$ cat src/rtl/core/mib_enc_pkg.sv
// Package with the item types, codes and encoding functions of the entry encoder.
`default_nettype none

package mib_enc_pkg;

    localparam int MAX_INDEXES = 2;
    localparam int MAX_OCTETS  = 1024;

    localparam logic [2:0] KIND_NONE     = 3'd0;
    localparam logic [2:0] KIND_UNSIGNED = 3'd1;
    localparam logic [2:0] KIND_SIGNED   = 3'd2;
    localparam logic [2:0] KIND_OCTETS   = 3'd3;
    localparam logic [2:0] KIND_BOOLEAN  = 3'd4;

    localparam logic       ACTION_HEADER  = 1'b0;
    localparam logic       ACTION_PAYLOAD = 1'b1;

    localparam logic [7:0]  UINT_HDR    = 8'h80;
    localparam logic [7:0]  SINT_HDR    = 8'hC0;
    localparam logic [7:0]  OCT_SHORT   = 8'hA1;
    localparam logic [7:0]  OCT_LONG    = 8'hA2;
    localparam logic [7:0]  PAD_BYTE    = 8'h00;
    localparam logic [31:0] SHORT_LIMIT = 32'd64;
    localparam logic [31:0] SMALL_NEG   = 32'hFFFF_FFC0;

    typedef struct packed {
        logic        action;
        logic [15:0] param_id;
        logic [15:0] index_a;
        logic [15:0] index_b;
        logic [2:0]  value_kind;
        logic [31:0] value_word;
        logic [10:0] octet_count;
        logic [7:0]  payload_byte;
    } in_item_t;

    typedef struct packed {
        logic [7:0] out_byte;
        logic       last_byte;
        logic       bad_kind;
    } out_item_t;

    // Up to five bytes of one encoded field, first byte in the top bits.
    typedef struct packed {
        logic [39:0] bytes;
        logic [2:0]  len;
    } seg_t;

    // Header item after encoding, as held in the input register.
    typedef struct packed {
        logic        is_payload;
        logic        bad;
        logic [15:0] param_id;
        logic [15:0] len_field;
        seg_t        seg_a;
        seg_t        seg_b;
        seg_t        seg_v;
        logic [3:0]  off_b;
        logic [3:0]  off_v;
        logic [3:0]  off_end;
        logic [10:0] count;
        logic        odd;
        logic [7:0]  payload_byte;
    } prep_t;

    function automatic seg_t enc_uint(logic [31:0] v);
        seg_t s;
        s.bytes = '0;
        s.len   = 3'd1;
        if (v < SHORT_LIMIT)
        begin
            s.bytes[39:32] = v[7:0];
        end
        else if (v[31:24] != 8'h00)
        begin
            s.bytes = {UINT_HDR | 8'd4, v};
            s.len   = 3'd5;
        end
        else if (v[23:16] != 8'h00)
        begin
            s.bytes = {UINT_HDR | 8'd3, v[23:0], 8'h00};
            s.len   = 3'd4;
        end
        else if (v[15:8] != 8'h00)
        begin
            s.bytes = {UINT_HDR | 8'd2, v[15:0], 16'h0000};
            s.len   = 3'd3;
        end
        else
        begin
            s.bytes = {UINT_HDR | 8'd1, v[7:0], 24'h000000};
            s.len   = 3'd2;
        end
        return s;
    endfunction

    function automatic seg_t enc_int(logic [31:0] v);
        seg_t s;
        logic d1;
        logic d2;
        logic d3;
        s.bytes = '0;
        s.len   = 3'd1;
        // A leading 0xFF byte is dropped while the next byte keeps the sign.
        d1 = (v[31:24] == 8'hFF) && v[23];
        d2 = d1 && (v[23:16] == 8'hFF) && v[15];
        d3 = d2 && (v[15:8] == 8'hFF) && v[7];
        if (!v[31])
        begin
            s = enc_uint(v);
        end
        else if (v >= SMALL_NEG)
        begin
            s.bytes[39:32] = {1'b0, v[6:0]};
        end
        else if (d3)
        begin
            s.bytes = {SINT_HDR | 8'd1, v[7:0], 24'h000000};
            s.len   = 3'd2;
        end
        else if (d2)
        begin
            s.bytes = {SINT_HDR | 8'd2, v[15:0], 16'h0000};
            s.len   = 3'd3;
        end
        else if (d1)
        begin
            s.bytes = {SINT_HDR | 8'd3, v[23:0], 8'h00};
            s.len   = 3'd4;
        end
        else
        begin
            s.bytes = {SINT_HDR | 8'd4, v};
            s.len   = 3'd5;
        end
        return s;
    endfunction

    function automatic logic [7:0] seg_byte(seg_t s, logic [2:0] k);
        logic [7:0] b;
        case (k)
            3'd0:    b = s.bytes[39:32];
            3'd1:    b = s.bytes[31:24];
            3'd2:    b = s.bytes[23:16];
            3'd3:    b = s.bytes[15:8];
            default: b = s.bytes[7:0];
        endcase
        return b;
    endfunction

endpackage

`default_nettype wire

$ cat src/rtl/core/mib_entry_encoder_top.sv
// Top level of the parameter entry encoder: input register, byte sequencing and result register.
//
// Items arrive on the item channel (item, item_valid, item_stall) and encoded bytes
// leave on the result channel (result, res_valid, res_stall), one byte per transfer.
// A header item (action 0) is encoded as it is taken into the input register and then
// yields its bytes, 4 to 16 of them, one per cycle while res_stall is low: id, length,
// indexes, value and pad. An octet-string header gives as its value only the length
// prefix; the data bytes come from the payload items (action 1) that follow, each
// giving one byte, and the last one also the pad when the entry is odd. An invalid
// kind gives a single result with bad_kind set. The first byte of an item passes from
// the input register into the result register once that register is free. Payload
// items flow at one per cycle while res_stall is low; a header holds the input register
// until its last byte is passed on and keeps item_stall high until then, and the next
// item is taken in at the same edge as the last byte. A payload item with no octet
// still due is dropped with no result. When res_stall is high the result register
// holds its byte and the sequencing waits. Reset clears both valid flags, the
// position counter and the payload state; no entry is in progress after reset.
`default_nettype none

module mib_entry_encoder_top (
    input  var logic                   clk,
    input  var logic                   rst_n,
    input  var mib_enc_pkg::in_item_t  item,
    input  var logic                   item_valid,
    output var logic                   item_stall,
    output var mib_enc_pkg::out_item_t result,
    output var logic                   res_valid,
    input  var logic                   res_stall
);

    mib_enc_pkg::prep_t     prep_next;
    mib_enc_pkg::prep_t     prep_reg;
    logic                   item_valid_reg;
    logic [3:0]             pos_reg;
    logic [10:0]            payload_left_reg;
    logic                   pad_due_reg;
    mib_enc_pkg::out_item_t res_next;
    mib_enc_pkg::out_item_t res_reg;
    logic                   res_valid_reg;

    logic [4:0]             res_count;
    logic [10:0]            payload_left_next;
    logic                   pad_due_next;
    logic                   fire;
    logic                   done;
    logic                   accept;

    mib_enc_format u_format (
        .item (item),
        .prep (prep_next)
    );

    mib_enc_emit u_emit (
        .prep              (prep_reg),
        .payload_left      (payload_left_reg),
        .pad_due           (pad_due_reg),
        .pos               (pos_reg),
        .res               (res_next),
        .res_count         (res_count),
        .payload_left_next (payload_left_next),
        .pad_due_next      (pad_due_next)
    );

    assign fire = item_valid_reg && ({1'b0, pos_reg} < res_count)
                  && (!res_valid_reg || !res_stall);
    assign done = item_valid_reg
                  && ((res_count == 5'd0) || (fire && ({1'b0, pos_reg} + 5'd1 == res_count)));
    assign item_stall = item_valid_reg && !done;
    assign accept     = item_valid && !item_stall;

    assign result    = res_reg;
    assign res_valid = res_valid_reg;

    always_ff @(posedge clk or negedge rst_n)
    begin
        if (!rst_n)
        begin
            item_valid_reg   <= 1'b0;
            pos_reg          <= 4'd0;
            payload_left_reg <= 11'd0;
            pad_due_reg      <= 1'b0;
            res_valid_reg    <= 1'b0;
        end
        else
        begin
            if (accept)
            begin
                item_valid_reg <= 1'b1;
            end
            else if (done)
            begin
                item_valid_reg <= 1'b0;
            end

            if (done)
            begin
                pos_reg          <= 4'd0;
                payload_left_reg <= payload_left_next;
                pad_due_reg      <= pad_due_next;
            end
            else if (fire)
            begin
                pos_reg <= pos_reg + 4'd1;
            end

            res_valid_reg <= fire || (res_valid_reg && res_stall);
        end
    end

    always_ff @(posedge clk)
    begin
        if (accept)
        begin
            prep_reg <= prep_next;
        end
        if (fire)
        begin
            res_reg <= res_next;
        end
    end

endmodule

`default_nettype wire

$ cat src/rtl/core/mib_enc_format.sv
// Encodes the fields of an incoming header item into byte segments and offsets.
`default_nettype none

module mib_enc_format (
    input  var mib_enc_pkg::in_item_t item,
    output var mib_enc_pkg::prep_t    prep
);

    mib_enc_pkg::seg_t seg_a;
    mib_enc_pkg::seg_t seg_b;
    mib_enc_pkg::seg_t seg_v;
    logic              use_a;
    logic              use_b;
    logic [10:0]       count;
    logic [3:0]        off_b;
    logic [3:0]        off_v;
    logic [3:0]        off_end;
    logic [11:0]       total;
    logic              bad;

    assign bad   = (item.value_kind > mib_enc_pkg::KIND_BOOLEAN);
    assign use_a = (mib_enc_pkg::MAX_INDEXES >= 1) && (item.index_a != 16'd0);
    assign use_b = (mib_enc_pkg::MAX_INDEXES >= 2) && use_a && (item.index_b != 16'd0);

    always_comb
    begin
        seg_a = mib_enc_pkg::enc_uint({16'd0, item.index_a});
        seg_b = mib_enc_pkg::enc_uint({16'd0, item.index_b});
        if (!use_a)
        begin
            seg_a.len = 3'd0;
        end
        if (!use_b)
        begin
            seg_b.len = 3'd0;
        end
    end

    always_comb
    begin
        seg_v = '0;
        count = 11'd0;
        case (item.value_kind)
            mib_enc_pkg::KIND_UNSIGNED: seg_v = mib_enc_pkg::enc_uint(item.value_word);
            mib_enc_pkg::KIND_SIGNED:   seg_v = mib_enc_pkg::enc_int(item.value_word);
            mib_enc_pkg::KIND_BOOLEAN:
            begin
                seg_v = mib_enc_pkg::enc_uint({31'd0, item.value_word != 32'd0});
            end
            mib_enc_pkg::KIND_OCTETS:
            begin
                if (int'(item.octet_count) > mib_enc_pkg::MAX_OCTETS)
                begin
                    count = 11'(mib_enc_pkg::MAX_OCTETS);
                end
                else
                begin
                    count = item.octet_count;
                end
                if (count > 11'd255)
                begin
                    seg_v.bytes = {mib_enc_pkg::OCT_LONG, 5'd0, count, 16'd0};
                    seg_v.len   = 3'd3;
                end
                else
                begin
                    seg_v.bytes = {mib_enc_pkg::OCT_SHORT, count[7:0], 24'd0};
                    seg_v.len   = 3'd2;
                end
            end
            default:    seg_v = '0;
        endcase
    end

    assign off_b   = 4'd4 + {1'b0, seg_a.len};
    assign off_v   = off_b + {1'b0, seg_b.len};
    assign off_end = off_v + {1'b0, seg_v.len};
    assign total   = {8'd0, off_end} + {1'b0, count};

    always_comb
    begin
        prep.is_payload   = (item.action == mib_enc_pkg::ACTION_PAYLOAD);
        prep.bad          = bad;
        prep.param_id     = item.param_id;
        prep.len_field    = {4'd0, total} - 16'd4;
        prep.seg_a        = seg_a;
        prep.seg_b        = seg_b;
        prep.seg_v        = seg_v;
        prep.off_b        = off_b;
        prep.off_v        = off_v;
        prep.off_end      = off_end;
        prep.count        = count;
        prep.odd          = total[0];
        prep.payload_byte = item.payload_byte;
    end

endmodule

`default_nettype wire

$ cat src/rtl/core/mib_enc_emit.sv
// Picks the result at one position of the held item and works out the next stream state.
`default_nettype none

module mib_enc_emit (
    input  var mib_enc_pkg::prep_t     prep,
    input  var logic [10:0]            payload_left,
    input  var logic                   pad_due,
    input  var logic [3:0]             pos,
    output var mib_enc_pkg::out_item_t res,
    output var logic [4:0]             res_count,
    output var logic [10:0]            payload_left_next,
    output var logic                   pad_due_next
);

    logic [10:0] left_dec;
    logic        hdr_pad;
    logic [4:0]  hdr_count;
    logic [7:0]  hdr_byte;

    assign left_dec  = payload_left - 11'd1;
    // A header with no octet payload closes the entry itself, pad included.
    assign hdr_pad   = (prep.count == 11'd0) && prep.odd;
    assign hdr_count = {1'b0, prep.off_end} + {4'd0, hdr_pad};

    always_comb
    begin
        if (pos == 4'd0)
        begin
            hdr_byte = prep.param_id[7:0];
        end
        else if (pos == 4'd1)
        begin
            hdr_byte = prep.param_id[15:8];
        end
        else if (pos == 4'd2)
        begin
            hdr_byte = prep.len_field[7:0];
        end
        else if (pos == 4'd3)
        begin
            hdr_byte = prep.len_field[15:8];
        end
        else if (pos < prep.off_b)
        begin
            hdr_byte = mib_enc_pkg::seg_byte(prep.seg_a, 3'(pos - 4'd4));
        end
        else if (pos < prep.off_v)
        begin
            hdr_byte = mib_enc_pkg::seg_byte(prep.seg_b, 3'(pos - prep.off_b));
        end
        else if (pos < prep.off_end)
        begin
            hdr_byte = mib_enc_pkg::seg_byte(prep.seg_v, 3'(pos - prep.off_v));
        end
        else
        begin
            hdr_byte = mib_enc_pkg::PAD_BYTE;
        end
    end

    always_comb
    begin
        res               = '0;
        res_count         = 5'd0;
        payload_left_next = 11'd0;
        pad_due_next      = 1'b0;
        if (prep.is_payload)
        begin
            if (payload_left == 11'd0)
            begin
                pad_due_next = pad_due;
            end
            else
            begin
                payload_left_next = left_dec;
                pad_due_next      = (left_dec != 11'd0) && pad_due;
                res_count         = ((left_dec == 11'd0) && pad_due) ? 5'd2 : 5'd1;
                if (pos == 4'd0)
                begin
                    res.out_byte  = prep.payload_byte;
                    res.last_byte = (left_dec == 11'd0) && !pad_due;
                end
                else
                begin
                    res.out_byte  = mib_enc_pkg::PAD_BYTE;
                    res.last_byte = 1'b1;
                end
            end
        end
        else if (prep.bad)
        begin
            res_count    = 5'd1;
            res.bad_kind = 1'b1;
        end
        else
        begin
            res_count         = hdr_count;
            res.out_byte      = hdr_byte;
            res.last_byte     = (prep.count == 11'd0) && ({1'b0, pos} + 5'd1 == hdr_count);
            payload_left_next = prep.count;
            pad_due_next      = (prep.count != 11'd0) && prep.odd;
        end
    end

endmodule

`default_nettype wire

$ cat config.mk
export PLATFORM = sky130hd
export DESIGN_NAME = mib_entry_encoder_top
export DESIGN_NICKNAME = d
export VERILOG_FILES = /design/src/rtl/core/mib_enc_pkg.sv /design/src/rtl/core/mib_entry_encoder_top.sv /design/src/rtl/core/mib_enc_format.sv /design/src/rtl/core/mib_enc_emit.sv
export SDC_FILE = /design/constraint.sdc
export NUM_CORES = 1
export LEC_CHECK = 0
export BUFFER_PORTS_ARGS = -buffer_cell sky130_fd_sc_hd__buf_2
export CELL_PAD_IN_SITES_DETAIL_PLACEMENT = 0
export CELL_PAD_IN_SITES_GLOBAL_PLACEMENT = 1
export CORE_UTILIZATION = 50
export CTS_CLUSTER_DIAMETER = 50
export DETAILED_ROUTE_END_ITERATION = 8
export GPL_TIMING_DRIVEN = 0
export MAX_ROUTING_LAYER = met4
export PLACE_DENSITY_LB_ADDON = 0.1
export SYNTH_ARGS = -nofsm -noshare
export SYNTH_HDL_FRONTEND = slang
export SYNTH_SLANG_ARGS = --single-unit
$ cat constraint.sdc
create_clock -name clk -period 31.8 [get_ports clk]
set_clock_uncertainty 0.1 [all_clocks]
set_input_delay 4.77 -clock clk [delete_from_list [all_inputs] [get_ports clk]]
set_output_delay 4.77 -clock clk [all_outputs]
set_load 0.005 [all_outputs]
==> results.md <==
* Max reg flops at ~150
* Post-route ant nets at 0
* Area leader, netlist: edfxtp_1
* Max Slew Vio Count at 0
* Synth Cell Area at 10700 sq um
* CTS tree: built
* Crit path kind: in2out
* Drt initial violations at a little under 900
* Syn-to-layout area delta at 15.5%
* Clock latency on the worst-skew pair at between 400 and 500 ps
* Number of nets in the layout at approximately 1300
* Worst Path Arrival at 5890 ps
* Io pins at 119
* DR pass1 iterations at 6
* Core region area at around 21000 sq um
* Cells after synthesis at between 1000 and 1500
* Unrepaired setup endpoints after global routing: false
* Crit path launch type: input port
* Synth top area share at 44.4%
* Number of core rows at 53
* Cells after DPL at 1448
* Critical path capture point type: primary output
* Post-place setup slack at 21040 ps
* Met3 WL post-DR at a little under 2 mm
* Synth top cells by count: edfxtp_1, nand2_1, a21oi_1
* Pleak at ~4.6 nW
* TritonCTS Buffers at 17
* Die H at 148 um
* Final WS setup at 21040 ps
* Die Wd at approximately 150 um
* Synth unique cells at between 70 and 80
* CTS H-tree depth at 4
* CTS root buf: clkbuf_16
* Asr flop ratio synth at roughly a tenth
* YS warnings at 0
* Hold Path Class: reg2reg
* Sequential area share after synthesis at roughly half
* Max-slew headroom at 14.2%
* All-Layer GR Usage at 30.0%
* Initial antenna violation count at 1
* FMAX at a little over 0.09 GHz
* Number of gates resized after CTS at 0
* Max cap viols at 0
* Finished Layout Cells at around 1500
* Worst-path fanout max at 4
* Clk pin slew, worst setup/hold paths at 80 ps
* Outcome: completed
* Worst-margin pin slew at 1280 ps
* Endpoints failing setup at 0
* Grt ovf at 0
* Final hold viol count at 0
* Mapped Avg Cell Area at ~10 sq um
* Die Footprint at 22000 sq um
* Pin count of the biggest net entering global routing at 32
* Met1 wire length at approximately 13 mm
* Top routing layer in use: met4
* Post-CTS Setup Inserts at 0
* DR WL met2 at about 15 mm
* Fill cells at 1849
* First-pass GRT wire length at slightly below 50 mm
* Pwr Density at roughly 75 nW/um^2
* Routed wire length at 31.1 mm
* RD Place Congestion at 1.01
* Ys flop type: edfxtp_1
* Synthesized flop and latch total at between 150 and 200
* WP data required at approximately 27000 ps
* Layout cells sized above 1 at roughly 15%
* Clock tree buffer depth at 2
* WL/cell at roughly 21 um
* Post-synth EDFFs at between 150 and 200
* PortBufs at approximately 110
* Vias per cell at 6.12
* Crit share post-route at 33.8%
* Clock sink total at around 180
* DRC violations left at 0
* Initial core utilization at between 50% and 60%
* Max VDD drop at 0.0296 mV
* Via Count at 9067
* Setup TNS Final at 0 ps
* Top post-synthesis cells by area: edfxtp_1, dfrtp_1, a21oi_1
* Vias in the first global route at about 8700
* Dpl hpwl at 23.6 mm
* Hold Buf Count CTS at 0
* Leading cell type by number of instances after synthesis: edfxtp_1
* Period minus WS final at 10760 ps
-- critical path, cell delays in order --
cell,delay (ps)
buf_2,80
nand2_1,100
nand4_1,190
nor2_1,70
a21oi_1,390
and2_1,190
buf_2,100
-- cell families after synthesis --
kind of cell             share of synthesized area, %
flip-flops                                       48.6
adder cells (fa/ha/maj)                          4.22
XOR/XNOR                                         2.30
buffers and inverters                            3.67
other                                          0.0351
AO/OA/AOI/OAI                                    20.1
multiplexers                                     3.37
AND/OR/NAND/NOR                                  17.7
-- cell type report --
type | instances | area (sq um) | share of cell area (%)
Sequential cell | 176 | 5190 | 42.1
Clock inverter | 15 | 211 | 1.71
Inverter | 36 | 135 | 1.10
Clock buffer | 17 | 425 | 3.45
Antenna cell | 1 | 2.50 | 0.0203
Timing Repair Buffer | 113 | 656 | 5.31
Tap cell | 275 | 344 | 2.79
Buffer | 61 | 256 | 2.08
Multi-Input combinational cell | 787 | 5110 | 41.4
-- per-layer routing --
layer | track usage [%] | vias up
met5 | - | -
met1 | 38.6 | 4333
met2 | 47.8 | 384
met4 | 12.4 | 0
li1 | - | 4290
met3 | 4.08 | 60
-- path summary, 6_finish.rpt --
check	cells after the start	slack [ps]	to	startpoint
worst min-delay path	1	440	payload_left_reg[10]	prep_reg[19]
worst max-delay path	7	21040	item_stall	res_stall
max in group asynchronous	1	27110	pos_reg[2]	rst_n
min in group asynchronous	1	4170	payload_left_reg[4]	rst_n
worst max register to register	20	26190	prep_reg[43]	prep_reg[11]
worst min register to register	1	440	payload_left_reg[10]	prep_reg[19]
-- through the flow --
stage          power [mW]  hold slack, ps  util [%]  cell area [sq um]
3_3_place_gp        0.730             422      55.2              11600
3_5_place_dp        0.712             410      55.8              11700
6_report            0.931             440      58.9              12300
4_1_cts             0.934             445      58.9              12300
2_1_floorplan       0.614             396         -              10700
5_1_grt             0.980             485      58.9              12300
-- cells in the final DEF, fill, tap and decap left out, types with 6 or more instances in the layout --
| cell | instances |
|---|---|
| a21o_1 | 15 |
| a21oi_1 | 89 |
| a221oi_1 | 9 |
| a22o_1 | 19 |
| a22oi_1 | 13 |
| a31oi_1 | 12 |
| a32o_1 | 6 |
| and2_1 | 31 |
| buf_2 | 113 |
| clkbuf_1 | 51 |
| clkbuf_16 | 17 |
| clkinv_8 | 6 |
| dfrtp_1 | 18 |
| edfxtp_1 | 158 |
| ha_1 | 28 |
| inv_1 | 36 |
| inv_8 | 6 |
| mux2_2 | 8 |
| mux2i_1 | 9 |
| mux4_2 | 8 |
| nand2_1 | 101 |
| nand3_1 | 33 |
| nand4_1 | 12 |
| nor2_1 | 87 |
| nor2b_1 | 21 |
| nor3_1 | 20 |
| nor3b_1 | 8 |
| nor4_1 | 15 |
| o211ai_1 | 13 |
| o21ai_0 | 68 |
| o21bai_1 | 10 |
| o221ai_1 | 8 |
| o22ai_1 | 10 |
| or2_2 | 6 |
| or3_1 | 7 |
| xnor2_1 | 16 |
| xor2_1 | 12 |
-- power by group --
group	switching [mW]	internal, mW	total (mW)
Combinational	0.212	0.139	0.350
Sequential	0.0323	0.327	0.360
Clock	0.106	0.115	0.221
Power figures use the tool's default switching activity.
